$ cat src/hw/rtl/fte_pkg.sv
`timescale 1ns / 1ps

package fte_pkg;

   localparam int CHAR_W      = 7;
   localparam int TEXT_MAX    = 12;
   localparam int COUNT_W     = 4;
   localparam int QUEUE_DEPTH = 2;

   localparam int FLOAT_W = 32;
   localparam int EFIELD_W = 8;
   localparam int FRAC_W  = 23;
   localparam int SIG_W   = 24;
   localparam int PROD_W  = 48;
   localparam int VALUE_W = 32;
   localparam int DIGITS_W = 3;
   localparam int SHIFT_W = 6;

   localparam int EXP_BIAS = 127;
   localparam logic [EFIELD_W-1:0] EFIELD_SPECIAL = 8'hFF;
   localparam logic [EFIELD_W-1:0] EFIELD_OVF     = 8'(EXP_BIAS + 31);
   localparam logic [EFIELD_W-1:0] EFIELD_POINT   = 8'(EXP_BIAS + 23);

   // Reciprocal of ten: floor(v / 10) == (v * RECIP_TEN) >> RECIP_SHIFT for 32-bit v.
   localparam logic [VALUE_W-1:0] RECIP_TEN   = 32'hCCCC_CCCD;
   localparam int                 RECIP_SHIFT = 35;

   localparam logic [CHAR_W-1:0] CH_ZERO  = 7'h30;
   localparam logic [CHAR_W-1:0] CH_POINT = 7'h2E;
   localparam logic [CHAR_W-1:0] CH_MINUS = 7'h2D;
   localparam logic [CHAR_W-1:0] CH_UP_N  = 7'h4E;
   localparam logic [CHAR_W-1:0] CH_LO_A  = 7'h61;
   localparam logic [CHAR_W-1:0] CH_UP_I  = 7'h49;
   localparam logic [CHAR_W-1:0] CH_LO_N  = 7'h6E;
   localparam logic [CHAR_W-1:0] CH_LO_F  = 7'h66;
   localparam logic [CHAR_W-1:0] CH_UP_O  = 7'h4F;
   localparam logic [CHAR_W-1:0] CH_LO_V  = 7'h76;

   // Text as queued: character 0 is the first one sent.
   typedef struct packed {
      logic [TEXT_MAX-1:0][CHAR_W-1:0] chars;
      logic [COUNT_W-1:0]              count;
   } text_entry_type;

   typedef struct packed {
      logic full;
      logic empty;
   } queue_status_type;

   typedef enum logic [2:0] {
      FS_IDLE,
      FS_MUL,
      FS_SHIFT,
      FS_DIGIT,
      FS_PUSH
   } front_state_type;

   function automatic logic [SIG_W-1:0] pow_ten(input logic [DIGITS_W-1:0] p);
      logic [SIG_W-1:0] r;
      unique case (p)
         3'd0: r = 24'd1;
         3'd1: r = 24'd10;
         3'd2: r = 24'd100;
         3'd3: r = 24'd1000;
         3'd4: r = 24'd10000;
         3'd5: r = 24'd100000;
         3'd6: r = 24'd1000000;
         3'd7: r = 24'd10000000;
         default: r = 24'd1;
      endcase
      return r;
   endfunction

   // Large exponents leave fewer fraction digits so the scaled value stays in 32 bits.
   function automatic logic [DIGITS_W-1:0] cap_digits(input logic [EFIELD_W-1:0] efield,
                                                      input logic [DIGITS_W-1:0] req);
      logic [DIGITS_W-1:0] lim;
      priority if (efield > 8'(EXP_BIAS + 27)) lim = 3'd0;
      else if (efield > 8'(EXP_BIAS + 24))     lim = 3'd1;
      else if (efield > 8'(EXP_BIAS + 21))     lim = 3'd2;
      else if (efield > 8'(EXP_BIAS + 17))     lim = 3'd3;
      else if (efield > 8'(EXP_BIAS + 14))     lim = 3'd4;
      else if (efield > 8'(EXP_BIAS + 11))     lim = 3'd5;
      else if (efield > 8'(EXP_BIAS + 7))      lim = 3'd6;
      else                                     lim = 3'd7;
      return (req < lim) ? req : lim;
   endfunction

   function automatic text_entry_type prepend(input text_entry_type t,
                                              input logic [CHAR_W-1:0] c);
      text_entry_type r;
      r.chars = {t.chars[TEXT_MAX-2:0], c};
      r.count = t.count + COUNT_W'(1);
      return r;
   endfunction

   function automatic text_entry_type three_chars(input logic [CHAR_W-1:0] c0,
                                                  input logic [CHAR_W-1:0] c1,
                                                  input logic [CHAR_W-1:0] c2);
      text_entry_type r;
      r.chars    = '0;
      r.chars[0] = c0;
      r.chars[1] = c1;
      r.chars[2] = c2;
      r.count    = COUNT_W'(3);
      return r;
   endfunction

endpackage

$ cat src/hw/rtl/fte_emit.sv
`timescale 1ns / 1ps

module fte_emit (
   input  logic                           clock,
   input  logic                           reset,
   input  fte_pkg::queue_status_type      q_status,
   input  fte_pkg::text_entry_type        q_entry,
   output logic                           q_pop,
   output logic                           rsp_valid,
   input  logic                           rsp_stall,
   output logic [fte_pkg::CHAR_W-1:0]     rsp_text_char,
   output logic                           rsp_last_char
);
   import fte_pkg::*;

   logic [TEXT_MAX-1:0][CHAR_W-1:0] chars_ff;
   logic [COUNT_W-1:0]              left_ff;
   logic                            active_ff;
   logic                            take;
   logic                            is_last;

   assign is_last       = (left_ff == COUNT_W'(1));
   assign take          = active_ff && !rsp_stall;
   // The next text loads in the same cycle its predecessor's final item leaves.
   assign q_pop         = !q_status.empty && (!active_ff || (take && is_last));
   assign rsp_valid     = active_ff;
   assign rsp_text_char = chars_ff[0];
   assign rsp_last_char = is_last;

   always_ff @(posedge clock) begin
      if (q_pop) begin
         chars_ff <= q_entry.chars;
         left_ff  <= q_entry.count;
      end else if (take) begin
         chars_ff <= {{CHAR_W{1'b0}}, chars_ff[TEXT_MAX-1:1]};
         left_ff  <= left_ff - COUNT_W'(1);
      end
   end

   always_ff @(posedge clock) begin
      if (reset) begin
         active_ff <= 1'b0;
      end else if (q_pop) begin
         active_ff <= 1'b1;
      end else if (take && is_last) begin
         active_ff <= 1'b0;
      end
   end

endmodule
$ cat config.mk
export PLATFORM = sky130hd
export DESIGN_NAME = fte_emit
export DESIGN_NICKNAME = d
export VERILOG_FILES = /design/src/hw/rtl/fte_pkg.sv /design/src/hw/rtl/fte_emit.sv
export SDC_FILE = /design/constraint.sdc
export NUM_CORES = 1
export LEC_CHECK = 0
export ABC_AREA = 1
export BUFFER_PORTS_ARGS = -buffer_cell sky130_fd_sc_hd__buf_2
export CAP_MARGIN = 20
export CORE_MARGIN = 4
export CORE_UTILIZATION = 52
export DETAILED_ROUTE_END_ITERATION = 6
export PLACE_DENSITY = 0.8
export SYNTH_ARGS = -nofsm -noshare
export SYNTH_HDL_FRONTEND = slang
export SYNTH_SLANG_ARGS = --single-unit
$ cat constraint.sdc
create_clock -name clock -period 3.75 [get_ports clock]
set_input_delay 0.1875 -clock clock [delete_from_list [all_inputs] [get_ports clock]]
set_output_delay 0.1875 -clock clock [all_outputs]
set_load 0.02 [all_outputs]
# Word-level counts from Yosys, hierarchy flattened
# Cells that the tools add are included.
[word_totals]
reg_bits = 89
input_bits = 93
[classes]
n_addsub = 1
n_eq_ne = 1
n_mux = 6
n_reduce_logical = 9
[op_table]
columns = ["cell", "n"]
rows = [
  ["two-way mux 84 bit", 2],
  ["two-way mux 4 bit", 2],
  ["== test 4 x 1 -> 1 bit (second input constant)", 1],
  ["nonzero test 2 bit", 2],
  ["subtractor 4 x 1 -> 4 bit (second input constant)", 1],
  ["logical AND 1 bit", 3],
  ["logical NOT 1 bit", 3],
  ["two-way mux 1 bit", 2],
  ["logical OR 1 bit", 1],
]

# Longest topological paths before layout
[depth]
ltp_word = 6
ltp_mapped = 8

# Worst setup path before layout
# OpenSTA, ideal clock, no wires.
[synth_timing]
path_type = "register to register"
start = "register left_ff[1]"
end = "register chars_ff[10] (netlist bit) (enable)"
arrival_ns = 2.943
required_ns = 3.301
path_slack_ns = 0.358
stages_incl_launch_ff = 8
period_less_slack_ns = 3.392
path_cell_list = "edfxtp_1 > inv_1 > ha_1 > nand3_1 > nand2_2 > nand2_4 > buf_2 > nand2_1"
[synth_between]
elab_chain_cells = 5
[synth_lines]
columns = ["element", "line", "text"]
rows = [
  ["from (decl)", "fte_emit.sv:17", "logic [COUNT_W-1:0] left_ff;"],
  ["from (signal assigned)", "fte_emit.sv:33", "left_ff <= q_entry.count;"],
  ["from (signal assigned)", "fte_emit.sv:36", "left_ff <= left_ff - COUNT_W'(1);"],
  ["== test 4 x 1 -> 1 bit", "fte_emit.sv:22", "assign is_last = (left_ff == COUNT_W'(1));"],
  ["logical AND 1 bit", "fte_emit.sv:25", "assign q_pop = !q_status.empty && (!active_ff || (take && is_last));"],
  ["logical OR 1 bit", "fte_emit.sv:25", ""],
  ["logical AND 1 bit", "fte_emit.sv:25", ""],
  ["nonzero test 2 bit (no source line)", "--", ""],
  ["to (signal assigned)", "fte_emit.sv:32", "chars_ff <= q_entry.chars;"],
  ["to (signal assigned)", "fte_emit.sv:35", "chars_ff <= {{CHAR_W{1'b0}}, chars_ff[TEXT_MAX-1:1]};"],
  ["to (decl)", "fte_emit.sv:16", "logic [TEXT_MAX-1:0][CHAR_W-1:0] chars_ff;"],
]
# Every way passes these cells.
# A chain may end at the register's enable or synchronous reset.

# Worst setup path in the final report
[layout_timing]
start = "register left_ff[1]"
end = "output port q_pop"
[layout_between]
elab_chain_cells = 4
[layout_lines]
columns = ["element", "line", "text"]
rows = [
  ["== test 4 x 1 -> 1 bit", "fte_emit.sv:22", ""],
  ["logical AND 1 bit", "fte_emit.sv:25", ""],
  ["logical OR 1 bit", "fte_emit.sv:25", ""],
  ["logical AND 1 bit", "fte_emit.sv:25", ""],
  ["to (decl)", "fte_emit.sv:8", "output logic q_pop,"],
]
# Every way passes these cells.

==> results.sh <==
export IMPL_status="finished clean"
export IMPL_hold_violations=0
export IMPL_clockBufferDepth=2
export IMPL_fin_skew_ns=0.01129
export IMPL_holdPathStages=2
export IMPL_rr_worst_depth=7
export IMPL_drc_errors=0
export IMPL_end_kind="output pin"
export IMPL_ys_top_cells_by_area="edfxtp_1, nand3_2, nand2_1"
export IMPL_synthFlopType="edfxtp_1"
export IMPL_first_pass_iters=4
export IMPL_critPathKind="reg2out"
export IMPL_vias_per_cell=4.943
export IMPL_cts_root_buffer="clkbuf_8"
export IMPL_pin_count=103
export IMPL_dieArea_sq_mm=0.01054
export IMPL_syn_nets=498
export IMPL_fmax_mhz=376.4
export IMPL_avgSynthCellArea_sq_um=11.57
export IMPL_yosysWarningCount=0
export IMPL_ff2ff_setup_slack_ns=1.32
export IMPL_cts_sinks=89
export IMPL_clk_insertion_delay_late_ns=0.36
export IMPL_worst_setup_path_start_kind="flip-flop"
export IMPL_fin_crit_sh_pct=70.85
export IMPL_port_buffers=101
export IMPL_relSlewSlack_pct=41.48
export IMPL_yosysTopAreaCell="edfxtp_1"
export IMPL_synthCells=403
export IMPL_worst_ir_drop_vdd_uv=272.4
export IMPL_synth_most_common_cell="nand2_1"
export IMPL_synth_area_sq_mm=0.004662
export IMPL_worstHoldStart="q_status[0]"
export IMPL_slew_violations=0
export IMPL_p_per_area_mw_per_mm2=438.8
export IMPL_grt_usage_pct=16.16
export IMPL_p_total_mw=2.255
export IMPL_hold_path_class="in2reg"
export IMPL_cts_made_buffers=9
export IMPL_vias=2961
export IMPL_r2r_start="left_ff[1]"
export IMPL_synth_common_cells="nand2_1, edfxtp_1, nand3_2"
export IMPL_ys_seq_area_share_pct=57.11
export IMPL_path_cells="inv_1 -> ha_1 -> nand3_1 -> nand2_4 -> nand2_4 -> buf_4 -> inv_2 -> buf_2"
export IMPL_crit_fanout=89
export IMPL_ant_nets=0
export IMPL_total_leakage_power_nw=2.335
export IMPL_antenna_found_initial=0
export IMPL_setup_ws_ns=1.093
export IMPL_wl_um=8431
export IMPL_start_util_pct=53.46
export IMPL_yosysUniqueCellTypes=18
export IMPL_synth_top_area_share_pct=56.68
export IMPL_grt_overflow_total=0
export IMPL_dp_slack_ns=1.337
export IMPL_drtIter0Drc=84
export IMPL_cpMaxStageDelayCell="buf_4"
export IMPL_syn_to_final_growth_pct=10.25
export IMPL_cpPeakStageDelay_ns=0.70
export IMPL_diodes=0
export IMPL_setup_viol=0
export IMPL_cts_tree="built"
export IMPL_tightest_slew_ns=0.8778
export IMPL_rsz0062_at_grt="no"
export IMPL_final_area_sq_mm=0.005140
export IMPL_synth_edf_count=88
export IMPL_nFillCells=730
export IMPL_ys_seq_elements=89
export IMPL_grt_max_degree=90
export IMPL_hold_end="rsp_valid"
export IMPL_maxCapViolations=0
export IMPL_fin_crit_ns=2.657
export IMPL_grt_pass1_vias=2850
export IMPL_num_rows=34
export IMPL_cp_required_ns=3.56
export IMPL_cp_common_cell="nand2_4"
export IMPL_cts_htree_levels=3
export IMPL_final_layout_size_suffix_gt1_share_pct=41.14
export IMPL_setup_tns_ns=0
export IMPL_finalWeightedCongestion=0.7760
export IMPL_grt_pass1_wl_um=13110
export IMPL_cp_data_arrival_time_ns=2.47
export IMPL_die_w_um=102.7
export IMPL_placed_cell_area_sq_mm=0.004952
export IMPL_clk_pin_slew_ns=0.08
export IMPL_r2r_end="chars_ff[9]"
export IMPL_finalNetCount=582
export IMPL_dpl_hpwl_um=5437
export IMPL_wl_per_cell_um=14.08
export IMPL_die_height_um=102.7
export IMPL_core_area_sq_mm=0.008721
export IMPL_async_flop_share_pct=0
[worst max-delay path, delay by kind of cell (launching register included)]
kind | cells | cell delay [ns]
adders and majority gates | 1 | 0.20
buffers and inverters | 4 | 0.98
and+or+nand+nor | 3 | 0.59
DFF | 1 | 0.35
[registers in the layout, indices dropped and copies added, names as in the netlist]
signal,flops
rsp_text_char,7
left_ff,4
chars_ff,77
rsp_valid,1
[power by group]
part / switching, mW / internal [mW] / total (mW)
Clock: 0.323 / 0.305 / 0.628
Combinational: 0.229 / 0.126 / 0.354
Sequential: 0.0308 / 1.24 / 1.27
[what timing repair did]
| action | CTS | global route |
|---|---|---|
| hold buffers | 1 | 0 |
| resized for setup | 0 | 0 |
| setup buffers | 0 | 0 |
| endpoints found under the hold margin | 1 | 0 |
[logic make-up after synthesis]
group	count (synthesis)	share of synthesized area, %
AND/OR/NAND/NOR	263	32.10
flip-flops	89	57.11
buffers and inverters	47	9.877
adder cells (fa/ha/maj)	2	0.5367
AO/OA/AOI/OAI	1	0.1879
XOR/XNOR	1	0.1879
[routing by layer]
layer | global-route usage (%) | share of wire, %
met1 | 20.85 | 43
met2 | 25.87 | 47
met3 | 4.601 | 7.7
met4 | 6.357 | 1.6
met5 | 0 | 0
[cell usage in the layout, fill, tap and decap left out]
master / count
a21oi_2: 1
buf_12: 1
buf_2: 101
buf_4: 3
bufinv_16: 1
clkbuf_1: 3
clkbuf_8: 9
clkinv_1: 1
clkinv_2: 1
clkinvlp_4: 1
dfxtp_1: 1
dlygate4sd3_1: 1
edfxtp_1: 88
ha_1: 2
inv_1: 11
inv_2: 1
inv_4: 1
nand2_1: 167
nand2_4: 3
nand3_1: 4
nand3_2: 79
nor2_1: 10
xor2_1: 1
[metrics by stage]
stage	hold slack (ns)	cells	util [%]
global placement	0.3477	583	56.79
global route	0.04118	599	58.94
detailed placement	0.3528	583	56.79
CTS	0.03693	599	58.94
floorplan	0.2499	403	-
finish	0.04925	599	58.94
[cell type report]
| class | instances | area [sq um] | area share, % |
|---|---|---|---|
| Sequential cell | 89 | 2663 | 51.80 |
| Multi-Input combinational cell | 267 | 1551 | 30.19 |
| Timing Repair Buffer | 106 | 558.0 | 10.86 |
| Clock buffer | 12 | 135.1 | 2.629 |
| Tap cell | 108 | 135.1 | 2.629 |
| Inverter | 14 | 55.05 | 1.071 |
| Clock inverter | 3 | 42.54 | 0.8277 |
[worst max path at each step]
stage	from	endpoint	slack [ns]	cells past startpoint
final	left_ff[1]	q_pop	1.09	8
after global routing	left_ff[0]	q_pop	0.90	7
after CTS	left_ff[1]	q_pop	1.03	8
after detailed placement	left_ff[1]	chars_ff[10]	1.34	7
after global placement	left_ff[1]	left_ff[3]	1.39	7
after floorplan	left_ff[1]	chars_ff[10]	0.36	7
No activity file was read; power rests on OpenSTA's default activity.
