### config.mk
export PLATFORM = sky130hd
export DESIGN_NAME = fte_queue
export DESIGN_NICKNAME = d
export VERILOG_FILES = /design/src/hw/rtl/fte_pkg.sv /design/src/hw/rtl/fte_queue.sv
export SDC_FILE = /design/constraint.sdc
export NUM_CORES = 1
export LEC_CHECK = 0
export ABC_AREA = 1
export BUFFER_PORTS_ARGS = -buffer_cell sky130_fd_sc_hd__buf_2
export CORE_MARGIN = 8
export CORE_UTILIZATION = 52
export DETAILED_ROUTE_END_ITERATION = 10
export GPL_TIMING_DRIVEN = 0
export PLACE_DENSITY = 0.82
export SETUP_SLACK_MARGIN = 0.3
export SLEW_MARGIN = 20
export SYNTH_ARGS = -nofsm -noshare
export SYNTH_HDL_FRONTEND = slang
export SYNTH_SLANG_ARGS = --single-unit
### constraint.sdc
create_clock -name clock -period 6 [get_ports clock]
set_clock_uncertainty 0.2 [all_clocks]
set_input_delay 0 -clock clock [delete_from_list [all_inputs] [get_ports clock]]
set_output_delay 0 -clock clock [all_outputs]
set_load 0.02 [all_outputs]
### src/hw/rtl/fte_pkg.sv
`timescale 1ns / 1ps

package fte_pkg;

   localparam int CHAR_W      = 7;
   localparam int TEXT_MAX    = 12;
   localparam int COUNT_W     = 4;
   localparam int QUEUE_DEPTH = 2;

   localparam int FLOAT_W = 32;
   localparam int EFIELD_W = 8;
   localparam int FRAC_W  = 23;
   localparam int SIG_W   = 24;
   localparam int PROD_W  = 48;
   localparam int VALUE_W = 32;
   localparam int DIGITS_W = 3;
   localparam int SHIFT_W = 6;

   localparam int EXP_BIAS = 127;
   localparam logic [EFIELD_W-1:0] EFIELD_SPECIAL = 8'hFF;
   localparam logic [EFIELD_W-1:0] EFIELD_OVF     = 8'(EXP_BIAS + 31);
   localparam logic [EFIELD_W-1:0] EFIELD_POINT   = 8'(EXP_BIAS + 23);

   // Reciprocal of ten: floor(v / 10) == (v * RECIP_TEN) >> RECIP_SHIFT for 32-bit v.
   localparam logic [VALUE_W-1:0] RECIP_TEN   = 32'hCCCC_CCCD;
   localparam int                 RECIP_SHIFT = 35;

   localparam logic [CHAR_W-1:0] CH_ZERO  = 7'h30;
   localparam logic [CHAR_W-1:0] CH_POINT = 7'h2E;
   localparam logic [CHAR_W-1:0] CH_MINUS = 7'h2D;
   localparam logic [CHAR_W-1:0] CH_UP_N  = 7'h4E;
   localparam logic [CHAR_W-1:0] CH_LO_A  = 7'h61;
   localparam logic [CHAR_W-1:0] CH_UP_I  = 7'h49;
   localparam logic [CHAR_W-1:0] CH_LO_N  = 7'h6E;
   localparam logic [CHAR_W-1:0] CH_LO_F  = 7'h66;
   localparam logic [CHAR_W-1:0] CH_UP_O  = 7'h4F;
   localparam logic [CHAR_W-1:0] CH_LO_V  = 7'h76;

   // Text as queued: character 0 is the first one sent.
   typedef struct packed {
      logic [TEXT_MAX-1:0][CHAR_W-1:0] chars;
      logic [COUNT_W-1:0]              count;
   } text_entry_type;

   typedef struct packed {
      logic full;
      logic empty;
   } queue_status_type;

   typedef enum logic [2:0] {
      FS_IDLE,
      FS_MUL,
      FS_SHIFT,
      FS_DIGIT,
      FS_PUSH
   } front_state_type;

   function automatic logic [SIG_W-1:0] pow_ten(input logic [DIGITS_W-1:0] p);
      logic [SIG_W-1:0] r;
      unique case (p)
         3'd0: r = 24'd1;
         3'd1: r = 24'd10;
         3'd2: r = 24'd100;
         3'd3: r = 24'd1000;
         3'd4: r = 24'd10000;
         3'd5: r = 24'd100000;
         3'd6: r = 24'd1000000;
         3'd7: r = 24'd10000000;
         default: r = 24'd1;
      endcase
      return r;
   endfunction

   // Large exponents leave fewer fraction digits so the scaled value stays in 32 bits.
   function automatic logic [DIGITS_W-1:0] cap_digits(input logic [EFIELD_W-1:0] efield,
                                                      input logic [DIGITS_W-1:0] req);
      logic [DIGITS_W-1:0] lim;
      priority if (efield > 8'(EXP_BIAS + 27)) lim = 3'd0;
      else if (efield > 8'(EXP_BIAS + 24))     lim = 3'd1;
      else if (efield > 8'(EXP_BIAS + 21))     lim = 3'd2;
      else if (efield > 8'(EXP_BIAS + 17))     lim = 3'd3;
      else if (efield > 8'(EXP_BIAS + 14))     lim = 3'd4;
      else if (efield > 8'(EXP_BIAS + 11))     lim = 3'd5;
      else if (efield > 8'(EXP_BIAS + 7))      lim = 3'd6;
      else                                     lim = 3'd7;
      return (req < lim) ? req : lim;
   endfunction

   function automatic text_entry_type prepend(input text_entry_type t,
                                              input logic [CHAR_W-1:0] c);
      text_entry_type r;
      r.chars = {t.chars[TEXT_MAX-2:0], c};
      r.count = t.count + COUNT_W'(1);
      return r;
   endfunction

   function automatic text_entry_type three_chars(input logic [CHAR_W-1:0] c0,
                                                  input logic [CHAR_W-1:0] c1,
                                                  input logic [CHAR_W-1:0] c2);
      text_entry_type r;
      r.chars    = '0;
      r.chars[0] = c0;
      r.chars[1] = c1;
      r.chars[2] = c2;
      r.count    = COUNT_W'(3);
      return r;
   endfunction

endpackage

### src/hw/rtl/fte_queue.sv
`timescale 1ns / 1ps

module fte_queue #(
   parameter int DEPTH = fte_pkg::QUEUE_DEPTH
) (
   input  logic                      clock,
   input  logic                      reset,
   input  logic                      push,
   input  fte_pkg::text_entry_type   push_entry,
   input  logic                      pop,
   output fte_pkg::text_entry_type   pop_entry,
   output fte_pkg::queue_status_type status
);
   import fte_pkg::*;

   localparam int PTR_W = (DEPTH > 1) ? $clog2(DEPTH) : 1;
   localparam int CNT_W = $clog2(DEPTH + 1);

   text_entry_type     mem_ff [DEPTH];
   logic [PTR_W-1:0]   wr_ptr_ff, rd_ptr_ff;
   logic [CNT_W-1:0]   fill_ff;

   function automatic logic [PTR_W-1:0] bump(input logic [PTR_W-1:0] ptr);
      return (ptr == PTR_W'(DEPTH - 1)) ? '0 : ptr + PTR_W'(1);
   endfunction

   assign pop_entry    = mem_ff[rd_ptr_ff];
   assign status.full  = (fill_ff == CNT_W'(DEPTH));
   assign status.empty = (fill_ff == '0);

   always_ff @(posedge clock) begin
      if (push) mem_ff[wr_ptr_ff] <= push_entry;
   end

   always_ff @(posedge clock) begin
      if (reset) begin
         wr_ptr_ff <= '0;
         rd_ptr_ff <= '0;
         fill_ff   <= '0;
      end else begin
         if (push) wr_ptr_ff <= bump(wr_ptr_ff);
         if (pop)  rd_ptr_ff <= bump(rd_ptr_ff);
         if (push && !pop)      fill_ff <= fill_ff + CNT_W'(1);
         else if (pop && !push) fill_ff <= fill_ff - CNT_W'(1);
      end
   end

endmodule

=== After elaboration in Yosys (flattened, before gate mapping) ===
Memory sizes are Yosys's and may differ from the RTL's. A register that Yosys moved wholly into a read port is not among the register bits.
Cells that the tools add are included.

* Output and inout bits: 90
* Bits in registers: 4
* Bits in read-only memories: 0
* Memory bits (writable): 176
* Memories kept: 1
* Input bits: 92
* Word-level logic and storage cells: 23
* Bits in latches: 0

{| class="wikitable"
|+ Memory list
! memory !! words !! width !! read ports !! clocked after Yosys merged registers in !! wr ports !! line !! RTL
|-
| mem_ff || 2 || 88 || 1 || 1 || 1 || fte_queue.sv:19 || <nowiki>text_entry_type mem_ff [DEPTH];</nowiki>
|}

* Div/mod/pow operators: 0
* Order comparisons: 0
* Shift-type cells: 0
* Muxes and demuxes: 8
* Equality and inequality tests: 1
* Bitwise gates (word level): 0
* Reduce and logical (&&, ||, !) cells: 6
* Add/subtract/negate cells: 4
* Multipliers: 0

{| class="wikitable"
|+ Operators with widths
! operator !! number
|-
| $mux W1 || 6
|-
| $mux W2 || 2
|-
| $add A1 B1 Y1 const B || 2
|-
| $add A2 B1 Y2 const B || 1
|-
| $eq A2 B2 Y1 const B || 1
|-
| $logic_and A1 B1 Y1 || 2
|-
| $logic_not A1 Y1 || 2
|-
| $logic_not A2 Y1 || 1
|-
| $reduce_bool A2 Y1 || 1
|-
| $sub A2 B1 Y2 const B || 1
|}

=== Logic depth before layout (Yosys ltp) ===
Gate-level depths: netlist of the first run.

* Depth after elaboration: 4
* Gate-level depth with buffers: 8
* Depth with buffers taken out: 8

=== Worst setup path after synthesis of the first run ===
OpenSTA, ideal clock, no wires.

* Kind: register to register
* Start point: reg wr_ptr_ff
* End point: mem mem_ff[0][0] (netlist name), enable pin
* Required time: 5263 ps
* Data arrival time: 3983 ps
* Path buffers: 0
* Setup slack: 1280 ps
* Library setup time: 537 ps
* Cell stages (with the launch flop): 2
* Path through: dfxtp_1 nor2_1

{| class="wikitable"
|+ RTL lines
! what !! line !! RTL
|-
| from (decl) || fte_queue.sv:20 || <nowiki>logic [PTR_W-1:0] wr_ptr_ff, rd_ptr_ff;</nowiki>
|-
| from (signal assigned) || fte_queue.sv:41 || <nowiki>if (push) wr_ptr_ff <= bump(wr_ptr_ff);</nowiki>
|-
| to (decl) || fte_queue.sv:19 ||
|}

No word-level cell before the write port.

==> results.json, run 1 <==
{
  "syn_area_um2": 6650,
  "cp-start-kind": "flip-flop",
  "h-tree-depth": 4,
  "maxCapViolCount": 0,
  "cts-resized-gates": 0,
  "grt_max_degree": 55,
  "drc": 0,
  "wl_um": 15100,
  "critPathRequiredTime_ps": 5800,
  "path_clk_slew_ps": 60,
  "max_slew_margin_pct": 53.3,
  "p_leak_uw": 0.00362,
  "synth_seq_cells": 181,
  "ys_types": 16,
  "firstDrtPassIters": 5,
  "yosysWarnings": 0,
  "rsz0062_at_grt": "false",
  "drive_above_1_share_pct": 50.3,
  "grt_pass1_wl_um": 22900,
  "fin_crit_sh_pct": 31.8,
  "dieArea_um2": 16700,
  "first_iter_violations": 263,
  "cp-end-kind": "primary output",
  "yosysSeqAreaShare_pct": 80.9,
  "cts_hold_buf": 92,
  "grt_pass1_vias": 4336,
  "setup_viol": 0,
  "nFillCells": 732,
  "hold_path.class": "primary input to flip-flop",
  "routedWlPerCell_um": 19.1,
  "clockRootBuffer": "clkbuf_16",
  "clk_path_buf_depth": 2,
  "gp_congestion": 0.749,
  "ant_nets": 0,
  "final_cell_mix": "buf_2 (187), edfxtp_1 (176), dlygate4sd3_1 (92), mux2_2 (68), mux2_4 (20)",
  "fmax_mhz": 524,
  "die_w_um": 129,
  "routed_via_density": 4.91,
  "worst_pin_slew_ps": 698,
  "dp_hpwl_um": 9570,
  "cp.arrival_ps": 1710,
  "period_minus_slack_ps": 1910,
  "die_h_um": 129,
  "row_count": 41,
  "gr-usage-all-layers_pct": 18.4,
  "core_area_um2": 12600,
  "cts_setup_buffers": 0,
  "synthCells": 307,
  "start_util_pct": 52.9,
  "irDropWorstVdd_mv": 0.212,
  "vias": 3861,
  "powerDensity_nw_per_um2": 310,
  "cts_tree": "built",
  "area_delta_synth_final_pct": 40.2,
  "utilization_pct": 74.2,
  "antenna_found_initial": 1,
  "fin_total_pwr_uw": 2890,
  "syn_nets": 400,
  "cp_max_fo": 10,
  "hold_viol_final": 0,
  "clock_latency_ps": 410,
  "io_buffers": 181,
  "nNetsFinal": 696,
  "hold_ws_ps": 105,
  "cts.sink_count": 181,
  "gr-total-overflow": 0,
  "mostFrequentLayoutCell": "buf_2",
  "path_class": "flip-flop to primary output",
  "slew_viol_final": 0,
  "avgSynthCellArea_um2": 21.7,
  "cts_buffers": 17,
  "top_level_ports": 182,
  "outcome": "complete, no violations"
}
per-layer routing:
metal	share of wire [%]	vias to the layer above	track usage, %
li1	-	1790	-
met1	38	1887	19.2
met2	53	161	33.1
met3	6.4	23	5.88
met4	2.2	0	8.43
met5	0	-	0
path summary, 6_finish.rpt:
| kind | start | endpoint | slack [ps] | cells after the start |
|---|---|---|---|---|
| max | flip-flop | pop_entry[8] | 4090 | 4 |
| max reg2reg | wr_ptr_ff | mem_ff[0][57] | 4110 | 3 |
| min | push_entry[43] | mem_ff[1][43] | 100 | 2 |
| min reg2reg | rd_ptr_ff | rd_ptr_ff | 350 | 2 |
critical path, cell delays in order, from the launching register on:
cell and delay, ps:
dfxtp_1 320, buf_6 130, buf_2 290, mux2_2 380, buf_2 170
synthesized netlist by cell type:
| cell type | n | share of area (%) |
|---|---|---|
| edfxtp_1 | 176 | 79 |
| nor3_1 | 1 | 0.075 |
| nand2_1 | 5 | 0.28 |
| buf_6 | 4 | 0.68 |
| buf_2 | 6 | 0.45 |
| xnor2_1 | 1 | 0.13 |
| inv_1 | 9 | 0.51 |
| a21oi_1 | 1 | 0.075 |
| mux2_4 | 20 | 4.5 |
| mux2_2 | 68 | 12 |
| ha_1 | 1 | 0.19 |
| nand3_1 | 1 | 0.075 |
| nand4_1 | 1 | 0.094 |
| dfxtp_1 | 5 | 1.5 |
| o21ai_0 | 1 | 0.075 |
| nor2_1 | 7 | 0.40 |
registers in the layout (all words and copies together), names as in the netlist, named ones only:
name	flops
mem_ff	176
rd_ptr_ff	1
wr_ptr_ff	1
fill_ff	2
stage by stage:
stage / worst slack (ps) / setup TNS [ps] / area [um2] / cells
detailed placement: 4090 / 0 / 7880 / 664
global placement: -552 / -48160 / 7770 / 660
CTS: 4050 / 0 / 9320 / 786
global route: 4000 / 0 / 9320 / 787
finish: 4090 / 0 / 9320 / 787
floorplan: 1280 / 0 / 6650 / 307
cell families after synthesis:
logic type / Yosys count / share of synthesized area, %
flops: 181 / 80.9
mux: 88 / 16.0
buf+inv: 19 / 1.64
simple gates: 15 / 0.922
compound gates: 2 / 0.150
xor+xnor: 1 / 0.132
fa+ha+maj: 1 / 0.188
power by group:
part / switching, uW / total (uW) / internal (uW)
sequential: 17.3 / 1480 / 1460
clock: 428 / 990 / 562
combinational: 224 / 416 / 192
total: 669 / 2890 / 2220
layout make-up:
type                            count  area, um2  area share [%]
Timing Repair Buffer              277       1920            20.6
Tap cell                          172        215            2.31
Clock buffer                       20        437            4.68
Buffer                             10       75.1           0.805
Multi-Input combinational cell    107       1170            12.5
Antenna cell                        1       2.50          0.0268
Clock inverter                     10       85.1           0.913
Sequential cell                   181       5390            57.8
Inverter                            9       36.3           0.389
Note: power is estimated with default switching activity, not from simulation.
==> inputs of run 2 (changes only) <==
Settings changed: ABC_AREA 1 to 0, CORE_UTILIZATION 52 to 47, PLACE_DENSITY 0.82 to 0.79.
Clock period 6 ns to 1.7 ns, I/O delays scaled along.
==> results.json, run 2 <==
{
  "syn_nets": 389,
  "top_level_ports": 182,
  "cp_max_fo": 7,
  "slew_viol_final": 0,
  "gr-total-overflow": 0,
  "synthTopCellsByCount": "edfxtp_1 (176), mux2_2 (68), mux2_4 (20), buf_2 (6)",
  "vias": 4078,
  "critPathRequiredTime_ps": 1500,
  "yosys-top-cells-area": "edfxtp_1 (80%), mux2_2 (12%), mux2_4 (4.5%)",
  "gp_congestion": 0.694,
  "avgSynthCellArea_um2": 22.4,
  "min_path_cells": 4,
  "regMostFlops": "mem_ff",
  "hp-start": "push",
  "clk_path_buf_depth": 2,
  "start_util_pct": 48.0,
  "firstDrtPassIters": 4,
  "setup_viol": 88,
  "ys_types": 16,
  "irDropWorstVdd_mv": 0.819,
  "synth-main-ff-cell": "edfxtp_1",
  "setup_ws_ps": -157,
  "fin_crit_sh_pct": 109,
  "dieArea_um2": 18200,
  "rr_startpoint": "wr_ptr_ff",
  "clockRootBuffer": "clkbuf_16",
  "grt_pass1_wl_um": 24100,
  "rrSetupSlack_ps": 150,
  "synth_xor_area_share_pct": 0.528,
  "reg2reg_depth": 4,
  "wl_um": 18100,
  "synthCells": 296,
  "row_count": 43,
  "antenna_found_initial": 1,
  "utilization_pct": 78.4,
  "synth_top_family_by_area": "multiplexers",
  "reg_top3": "mem_ff (176), fill_ff (2)",
  "violations": "negative setup slack",
  "yosysWarnings": 0,
  "io_buffers": 181,
  "r2r-end": "mem_ff[0][61]",
  "die_h_um": 135,
  "first_iter_violations": 200,
  "cts.sink_count": 181,
  "synthAdderAreaFrac_pct": 0.189,
  "synth_compound_area_share_pct": 0.151,
  "drc": 0,
  "grt_max_degree": 23,
  "largest_reg_flops": 176,
  "grt_pass1_vias": 4401,
  "hold_path_end": "wr_ptr_ff",
  "mostFrequentLayoutCell": "edfxtp_1",
  "rsz0062_at_grt": "true",
  "drive_above_1_share_pct": 55.1,
  "yosys.cell_count.top_type": "edfxtp_1",
  "powerDensity_nw_per_um2": 1030,
  "max_slew_margin_pct": 80.3,
  "cp.arrival_ps": 1660,
  "core_area_um2": 13800,
  "h-tree-depth": 4,
  "synth_edf_count": 176,
  "cp-start-kind": "flip-flop",
  "worst_pin_slew_ps": 296,
  "hold_path.class": "primary input to flip-flop",
  "routedWlPerCell_um": 21.7,
  "fin_total_pwr_uw": 11200,
  "clock_latency_ps": 420,
  "period_minus_slack_ps": 1860,
  "synth_top_cell_area_share_pct": 79.7,
  "ys_async_sr_fraction_pct": 0,
  "muxShareOfSynthArea_pct": 16.1,
  "nNetsFinal": 733,
  "path_clk_slew_ps": 70,
  "path_class": "flip-flop to primary output",
  "cts_tree": "built",
  "maxCapViolCount": 0,
  "hold_viol_final": 0,
  "final_cell_mix": "edfxtp_1 (176), buf_2 (122), dlygate4sd3_1 (91), buf_6 (66), mux2_4 (57)",
  "fmax_mhz": 539,
  "gr-usage-all-layers_pct": 17.7,
  "p_leak_uw": 0.00432,
  "yosysSeqAreaShare_pct": 81.2,
  "cp-end-kind": "primary output",
  "tns_ps": -9410,
  "cts_buffers": 17,
  "dp_hpwl_um": 8880,
  "outcome": "finished with violations",
  "synthSimpleGateAreaFrac_pct": 0.660,
  "synth_top_cell_by_area": "edfxtp_1",
  "die_w_um": 135,
  "area_delta_synth_final_pct": 63.5,
  "ant_nets": 0,
  "syn_area_um2": 6630,
  "routed_via_density": 4.89,
  "synth_seq_cells": 181,
  "place_ws_ps": -164
}
[run 2: changes by cell type in the layout (fill, tap and decap cells not counted), moves of 15 or more]
cell / change
buf_2: -65
buf_12: +16
mux2_4: +37
clkbuf_16: +15
buf_6: +62
mux2_2: -37
[run 2: stage by stage]
step	hold slack, ps	std cells	instance area [um2]
CTS	2.34	809	10000
floorplan	-135	296	6640
global route	45.0	834	10800
finish	43.9	834	10800
detailed placement	-8.28	661	7870
global placement	-12.8	657	7770
[run 2: worst max path at each step]
| stage | from | to | slack (ps) | cells after the start |
|---|---|---|---|---|
| 3_5_place_dp | wr_ptr_ff | mem_ff[0][51] | -160 | 3 |
| 6_report | flip-flop | pop_entry[63] | -160 | 5 |
| 5_1_grt | flip-flop | pop_entry[10] | -210 | 4 |
| 2_1_floorplan | wr_ptr_ff | mem_ff[0][0] | -560 | 1 |
| 4_1_cts | flip-flop | pop_entry[66] | -170 | 5 |
| 3_3_place_gp | wr_ptr_ff | mem_ff[0][51] | -1160 | 1 |
[run 2: timing repair]
item | CTS | global route
gates resized for setup | 113 | 101
pin swaps | 1 | 0
gates cloned | 8 | 17
hold buffers | 92 | 0
endpoints found under the setup margin | 264 | 254
setup buffers | 16 | 7
hold endpoints to repair | 193 | 0
[run 2: power by group]
part,switching (uW),internal (uW)
combinational,1020,1320
sequential,87.5,5200
clock,1560,2000
total,2660,8520
[run 2: cell type report]
class	count	area, um2
diodes	1	2.50
plain buffers	10	163
clock buffers	22	444
clock inverters	10	82.6
fillers	696	2990
inverters	1	3.75
multi-input cells	107	1350
flip-flops and latches	181	5390
well taps	180	225
repair buffers	322	3180
[run 2: critical path, cell delays in order (launching register included)]
cell and delay (ps):
dfxtp_4 360, buf_12 140, buf_12 140, clkbuf_16 160, mux2_4 310, buf_6 130
[run 2: per-layer routing]
layer	routed length [um]	up-vias	GRT usage (%)
met4	346	0	7.17
met3	958	23	5.53
met1	6800	2042	18.8
met2	9980	143	31.8
li1	-	1870	-
met5	0	-	0
[run 2: cell families (layout without fill, tap and decap cells)]
kind of cell,count (synthesis),in the layout
fa+ha+maj,1,1
mux,88,88
xor+xnor,4,4
buf+inv,11,365
compound gates,2,2
simple gates,9,12
flops,181,181
other cells,0,1
